## config.mk

```make
export PLATFORM = sky130hd
export DESIGN_NAME = mkis_cell
export DESIGN_NICKNAME = d
export VERILOG_FILES = /design/src/design/multi_key_index_sort_defines.svh /design/src/design/mkis_pkg.sv /design/src/design/mkis_cell.sv
export SDC_FILE = /design/constraint.sdc
export NUM_CORES = 1
export LEC_CHECK = 0
export BUFFER_PORTS_ARGS = -buffer_cell sky130_fd_sc_hd__clkbuf_2
export CORE_MARGIN = 8
export CORE_UTILIZATION = 38
export DETAILED_ROUTE_END_ITERATION = 10
export PLACE_DENSITY = 0.72
export SYNTH_ARGS = -nofsm -noshare
export SYNTH_HDL_FRONTEND = slang
export SYNTH_SLANG_ARGS = --single-unit
```

## constraint.sdc

```tcl
create_clock -name clk_i -period 5.6 [get_ports clk_i]
set_input_delay 1.12 -clock clk_i [delete_from_list [all_inputs] [get_ports clk_i]]
set_output_delay 1.12 -clock clk_i [all_outputs]
set_load 0.1 [all_outputs]
```

## src/design/multi_key_index_sort_defines.svh

```systemverilog
// Assertion macros used by the block's checked file.
`ifndef MULTI_KEY_INDEX_SORT_DEFINES_SVH
`define MULTI_KEY_INDEX_SORT_DEFINES_SVH

// Check a property on every clock edge outside reset.
`define MKIS_ASSERT(lbl, prop) \
  lbl: assert property (@(posedge clk_i) disable iff (!rst_ni) (prop)) \
    else $error("mkis check failed");

// Check that a condition implies another one on the next edge.
`define MKIS_ASSERT_NEXT(lbl, ante, cons) \
  lbl: assert property (@(posedge clk_i) disable iff (!rst_ni) (ante) |=> (cons)) \
    else $error("mkis next-cycle check failed");

`endif

```

## src/design/mkis_pkg.sv

```systemverilog
package mkis_pkg;

  localparam int unsigned ChannelW   = 10;
  localparam int unsigned PeakW      = 32;
  localparam int unsigned IndexW     = 6;
  localparam int unsigned MaxEntries = 64;

  // One stored record.
  typedef struct packed {
    logic [ChannelW-1:0]     channel;
    logic signed [PeakW-1:0] peak;
    logic [IndexW-1:0]       index;
  } rec_t;

  // Row-wide controls handed to every cell.
  typedef struct packed {
    logic insert;
    logic shift;
  } cell_ctrl_t;

  // True if stored record s sorts after new record n (equal keys: new goes last).
  function automatic logic goes_after(rec_t s, rec_t n);
    logic res;
    if (s.channel != n.channel) begin
      res = s.channel > n.channel;
    end else begin
      res = $signed(s.peak) > $signed(n.peak);
    end
    return res;
  endfunction

endpackage

```

## src/design/mkis_cell.sv

```systemverilog
module mkis_cell (
  input  logic                 clk_i,
  input  logic                 occupied_i,
  input  mkis_pkg::cell_ctrl_t ctrl_i,
  input  mkis_pkg::rec_t       new_rec_i,
  input  logic                 left_gt_i,
  input  mkis_pkg::rec_t       left_rec_i,
  input  mkis_pkg::rec_t       right_rec_i,
  output logic                 gt_o,
  output mkis_pkg::rec_t       rec_o
);

  mkis_pkg::rec_t rec_q, rec_d;

  // An empty cell sorts after everything.
  assign gt_o = !occupied_i || mkis_pkg::goes_after(rec_q, new_rec_i);

  // Insert: take the new record at the boundary, else move right by one.
  // Drain: take the right neighbor's record.
  always_comb begin
    rec_d = rec_q;
    if (ctrl_i.shift) begin
      rec_d = right_rec_i;
    end else if (ctrl_i.insert && gt_o) begin
      rec_d = left_gt_i ? left_rec_i : new_rec_i;
    end
  end

  always_ff @(posedge clk_i) begin
    rec_q <= rec_d;
  end

  assign rec_o = rec_q;

endmodule

```

* Word level (Yosys, flattened, before mapping)
Cells that the tools add are included.
** Cells by class
- Mux-type cells :: 4
- Order comparisons :: 2
- Equal/unequal tests :: 1
- Reduce and logical (&&, ||, !) cells :: 4
** Operator list (count)
- $mux 48 :: 3
- $gt 32x32->1 :: 1
- $gt 10x10->1 :: 1
- $ne 10x10->1 :: 1
- $reduce_bool 2->1 :: 1
- $logic_and 1x1->1 :: 1
- $logic_not 1->1 :: 1
- $logic_or 1x1->1 :: 1
- $mux 1 :: 1
** Word-level totals
- Output and inout bits :: 49
- Register bits after elaboration :: 48
- Bits of input ports :: 149

* Depth between registers and ports, before layout
Gate-level depths: netlist of run 1.
- Depth in word-level cells :: 6
- Mapped depth :: 8

* Worst setup path after synthesis of run 1
No wires, ideal clock.
- Path kind :: in2out
- Start point :: in new_rec_i[7] (netlist name)
- End point :: out gt_o
- Cell stages on the path :: 8
- Arrival time :: 3364 ps
- Path slack :: 1116 ps
- Required time :: 4480 ps
- Cells stage by stage :: inv_1 -> ha_1 -> nor2b_4 -> o211ai_2 -> a21oi_1 -> o311a_1 -> or4_1 -> nand3_1
** On the way
- Longest elaborated chain between the ends :: 3
** Ends and longest elaborated chain
- start, declared :: RTL line mkis_cell.sv:5 : input mkis_pkg::rec_t new_rec_i,
- $gt 32x32->1 :: RTL line mkis_pkg.sv:27 : res = $signed(s.peak) > $signed(n.peak);
- $mux 1 :: RTL line mkis_pkg.sv:24 : if (s.channel != n.channel) begin
- $logic_or 1x1->1 :: RTL line mkis_cell.sv:16 : assign gt_o = !occupied_i || mkis_pkg::goes_after(rec_q, new_rec_i);
- end, declared :: RTL line mkis_cell.sv:9 : output logic gt_o,
No other way between the ends.

* Worst setup path in the final report of run 1
- Start point :: in new_rec_i[37] (netlist name)
- End point :: out gt_o
The elaborated chain is that of the path after synthesis.

==> results of run 1 <==
## metal layers
| layer | vias up | global-route usage, % | wire length (um) |
|---|---|---|---|
| met3 | 16 | 4.526 | 691 |
| met4 | 0 | 5.595 | 244 |
| met5 | - | 0 | 0 |
| met1 | 1484 | 18.18 | 4448 |
| met2 | 126 | 29.60 | 5349 |
| li1 | 1734 | - | - |
## report_power, final
group / switching (uW) / leakage, uW / internal [uW] / total (uW)
logic: 447 / 0.00200 / 138 / 585
registers: 21.7 / 0.000489 / 448 / 470
clock network: 120 / 0.0000453 / 85.2 / 206
total: 589 / 0.00253 / 672 / 1260
## placed cells by master, fill, tap and decap left out, drive strengths merged, types with 3 or more instances in the layout
master / count
nand3: 6
a21oi: 16
buf: 5
clkinv: 3
ha: 42
nand2: 58
inv: 43
edfxtp: 48
clkbuf: 200
a31oi: 3
nand4: 9
nor2: 6
mux2i: 48
o211ai: 3
o21ai: 54
## worst max-delay path: stages
cell and delay (ps):
clkbuf_2 100, inv_1 40, ha_1 420, nand4_2 190, nor4_2 500, o311a_1 320, o211ai_1 120, nand3_1 100
clkbuf_2 470
## through the flow
step | utilization [%] | cells | cell area [sq um] | hold WS, ps | setup slack (ps)
finish | 51.70 | 677 | 4755 | 1095 | 1091
global route | 51.70 | 677 | 4755 | 1091 | 948.8
CTS | 51.70 | 677 | 4755 | 1085 | 1113
detailed placement | 50.80 | 669 | 4672 | 1402 | 1120
global placement | 50.80 | 669 | 4672 | 1393 | 1122
floorplan | - | 375 | 3588 | 1307 | 1116
## layout make-up
cell class	count	share of cell area, %
Clock inverter	3	0.2895
Sequential cell	48	30.32
Multi-Input combinational cell	267	40.42
Inverter	43	3.395
Clock buffer	5	1.447
Timing Repair Buffer	200	21.21
Tap cell	111	2.921
## cells by family (layout without fill, tap and decap cells)
group / Yosys count / in the layout / share of synthesized area [%]
AOI/OAI and AO/OA: 89 / 89 / 14.16
and+or+nand+nor: 88 / 88 / 11.23
buffers and inverters: 60 / 251 / 6.416
muxes: 48 / 48 / 13.39
DFF: 48 / 48 / 40.17
adders and majority gates: 42 / 42 / 14.64
## worst paths after layout
kind	startpoint	end	slack [ps]	cells past startpoint
max	new_rec_i[37]	gt_o	1090	9
min	right_rec_i[44]	rec_o[44]$_DFFE_PP_	1090	3
max reg2reg	rec_o[37]$_DFFE_PP_	rec_o[19]$_DFFE_PP_	2340	7
min reg2reg	rec_o[37]$_DFFE_PP_	rec_o[39]$_DFFE_PP_	1410	3
==> impl_results.md, run 1 <==
* Vias in the first global route at around 3700
* Clock-pin slew on the worst setup and hold paths at 90 ps
* Syn Nets at between 500 and 600
* Area grow syn2layout at 32.50%
* Most area-hungry cell type in the Yosys netlist: edfxtp_1
* Residual DRC at 0
* Num CTS Buffers at 5
* Mapped cell area at 3588 sq um
* Highest clock rate at between 200 and 250 MHz
* Leakage at 0.002529 uW
* Clock Latency Late Sink at 300 ps
* CTS HTree Levels at 2
* Largest net degree at the start of global routing at a little under 100
* Final Hold Vio Count at 0
* Area of the multi-input gates at a little under 2000 sq um
* MaxCap Viol Count at 0
* Synth Flop Type: edfxtp_1
* Crit. End Element: primary output
* Dominant cells by area after synthesis: edfxtp_1, ha_1, mux2i_1
* Die area at between 10000 and 15000 sq um
* Post-synth EDFFs at 48
* Max FFs per register at 48
* Req. time, crit path at roughly 4500 ps
* Synth cell types at 33
* Cells after Synth at around 380
* Io pins at 198
* Share of the synthesized area in the top cell type at 40.17%
* Slew headroom at 48.07%
* Initial antenna violation count at 0
* Row cnt at 35
* Cell Pwr Density at about 270 nW/um^2
* Fraction of the yosys area taken by sequential cells at around two fifths
* Hold WC Path Type: in -> reg
* Slew Limit Fails at 0
* Starting DRC count in detailed routing at 140
* Setup CP Type: in -> out
* Synthesized area per cell at between 9 and 10 sq um
* Final Critical Period at approximately 4500 ps
* RSZ-0062 raised after global routing: false
* Post-synth ARST share at 0%
* Routability cong. at roughly 0.76
* Die width at about 110 um
* Share of post-route cells with drive strength above 1 at 37.81%
* First-pass GRT wire length at 17200 um
* #FFs+latches synth at 48
* Total routed wirelength at 10730 um
* Worst Skew at around 7.5 ps
* DR WL/cell at ~16 um
* Cell with the most instances after synthesis: nand2_1
* FF/Latch Area at between 1000 and 1500 sq um
* CP max FO at 8
* Post-CTS Setup Inserts at 0
* Outcome: completed
* Fin Setup TNS at 0 ps
* Crit start category: input pin
* Final setup viols at 0
* Least-Margin Pin Slew at ~800 ps
* Total power at ~1300 uW
* Remaining Overflow, GRT at 0
* Fillers at 888
* Commonest cells post-synth: nand2_1, o21ai_0, edfxtp_1, mux2i_1, inv_1
* Fin nets at between 700 and 800
* Detail Route Antenna Nets at 0
* HPWL Detailed at approximately 9000 um
* Initial Util at 39.02%
* Clk Tree Root Cell: clkbuf_8
* Peak supply drop at between 0.0001 and 0.00015 V
* Die Y at 113.2 um
* Post-CTS sizing at 0
* Yosys warnings at 0
* Tcrit/Tclk final at between 80% and 90%
* Vias/cell at between 4 and 5
* Placeable Area at approximately 9000 sq um
* Critical path arrival at around 3400 ps
* DRT Pass-1 Iters at 6
* All-layer global routing usage at 16.44%
* CTS Hold Bufs at 0
* CTS Sinks at 48
* Via count at ~3400
* Clock buffer depth at 2
* CTS tree: done
* PortBufs at between 150 and 200
* Ant. Diodes at 0
Note: power is estimated with default switching activity, not from simulation.
==> run 2, diff against run 1 <==
Settings changed: PLACE_DENSITY 0.72 to 0.75.
Clock period 5.6 ns to 3.9 ns, I/O delays scaled along.
==> run 2 against run 1 <==
Net effect: total power up 44%; highest routed layer unchanged; critical endpoint unchanged; sequential cell count is the same; largest power group unchanged; combinational power is 47% higher; clock skew grew 1.8 ps; global-route usage down 0.29 points.
==> impl_results.md, run 2 (synthesized netlist as in run 1, its figures left out) <==
* Ant. Diodes at 0
* Clock buffer depth at 2
* Final Critical Period at between 3000 and 4000 ps
* MaxCap Viol Count at 0
* First-pass GRT wire length at 17100 um
* Initial antenna violation count at 0
* Req. time, crit path at approximately 3100 ps
* Setup CP Type: in -> out
* Slew Limit Fails at 0
* CP max FO at 4
* WHS at ~760 ps
* DR WL/cell at between 15 and 20 um
* Hold WC Path Type: in -> reg
* Hold Path Stages at 3
* Critical path arrival at around 2800 ps
* Io pins at 198
* RR Endpoint: rec_o[42]$_DFFE_PP_
* Area grow syn2layout at 33.93%
* HPWL Detailed at approximately 9000 um
* Slew headroom at between 40% and 50%
* Fillers at around 900
* Highest clock rate at between 200 and 300 MHz
* Outcome: completed
* Remaining Overflow, GRT at 0
* Vias/cell at 5.004
* Largest net degree at the start of global routing at 97
* Vias in the first global route at around 3700
* Most common cell after layout, fill and taps aside: clkbuf_2
* Starting DRC count in detailed routing at around 160
* Worst Skew at between 9 and 10 ps
* Post-CTS sizing at 0
* Residual DRC at 0
* Fin Setup TNS at 0 ps
* Leakage at 0.002548 uW
* Clk Tree Root Cell: clkbuf_8
* CTS tree: done
* RSZ-0062 raised after global routing: false
* Num CTS Buffers at 5
* Crit. End Element: primary output
* All-layer global routing usage at between 10% and 20%
* Crit start category: input pin
* Total routed wirelength at between 10000 and 15000 um
* Die Y at approximately 110 um
* Clock Latency Late Sink at about 290 ps
* Least-Margin Pin Slew at approximately 800 ps
* CTS HTree Levels at 2
* Detail Route Antenna Nets at 0
* Max FFs per register at 48
* Post-CTS Setup Inserts at 0
* Die width at roughly 110 um
* Setup crit start: new_rec_i[7]
* Fin nets at approximately 760
* Clock-pin slew on the worst setup and hold paths at 80 ps
* Most frequent cells in the layout: clkbuf_2, nand2_1, o21ai_0, mux2i_1, edfxtp_1
* Share of post-route cells with drive strength above 1 at around 38%
* Initial Util at about two fifths
* Hold path start: right_rec_i[12]
* DRT Pass-1 Iters at 6
* Reg2reg setup slack at 1030 ps
* Peak supply drop at about 0.00020 V
* CTS Sinks at 48
* Cell Pwr Density at about 380 nW/um^2
* CTS Hold Bufs at 0
* FF-to-FF Start: rec_o[37]$_DFFE_PP_
* Worst Reg2Reg Path Length in Cells at 8
* Worst-case hold path end point: rec_o[12]$_DFFE_PP_
* Placeable Area at 9196 sq um
* Final setup viols at 0
* Row cnt at 35
* Via count at 3378
* Routability cong. at 0.7892
* Tcrit/Tclk final at between 90% and 100%
* Final Hold Vio Count at 0
* PortBufs at just under 200
* Die area at 12810 sq um
## run 2: cell count changes in the layout (fill, tap and decap cells not counted), sizes merged
cell,previous run,this run
buf,5,6
clkinv,3,0
## run 2: final cells by class
cell class	count	area, sq um	area share (%)
Clock buffer	5	68.82	1.432
Inverter	43	161.4	3.359
Multi-Input combinational cell	267	1927	40.09
Sequential cell	48	1441	29.99
Tap cell	111	138.9	2.890
Timing Repair Buffer	201	1069	22.23
## run 2: per-stage QoR
stage          instances  setup WS, ps  total power (uW)  utilization, %  area (sq um)
2_1_floorplan        375         200.0              1329               -          3598
3_3_place_gp         670         347.3              1535           51.51          4737
3_5_place_dp         670         351.0              1552           51.51          4737
4_1_cts              675         339.5              1836           52.26          4806
5_1_grt              675         191.3              1903           52.26          4806
6_report             675         330.2              1812           52.26          4806
## run 2: worst max-delay path, stage by stage
cell	delay, ps
clkbuf_2	90
inv_1	40
ha_1	300
nor2b_4	130
o211ai_2	120
a21oi_1	110
o311a_1	390
or4_1	530
nand3_2	110
buf_12	180
## run 2: layer usage
layer,vias to the layer above,global-route usage (%),routed length [um]
met3,8,4.952,718
met4,0,3.730,100
li1,1729,-,-
met2,119,27.98,5255
met1,1522,19.07,4574
met5,-,0,0
## run 2: where the power goes
group          internal [uW]  switching (uW)  total [uW]
Sequential               644            32.4         676
Clock                    116             160         277
Combinational            213             646         860
Total                    973             839        1810
## run 2: worst max-delay path by stage
stage	end	slack (ps)	cells past startpoint
finish	gt_o	330	10
global route	gt_o	190	10
CTS	gt_o	340	10
detailed placement	gt_o	350	10
global placement	gt_o	350	10
floorplan	gt_o	200	7
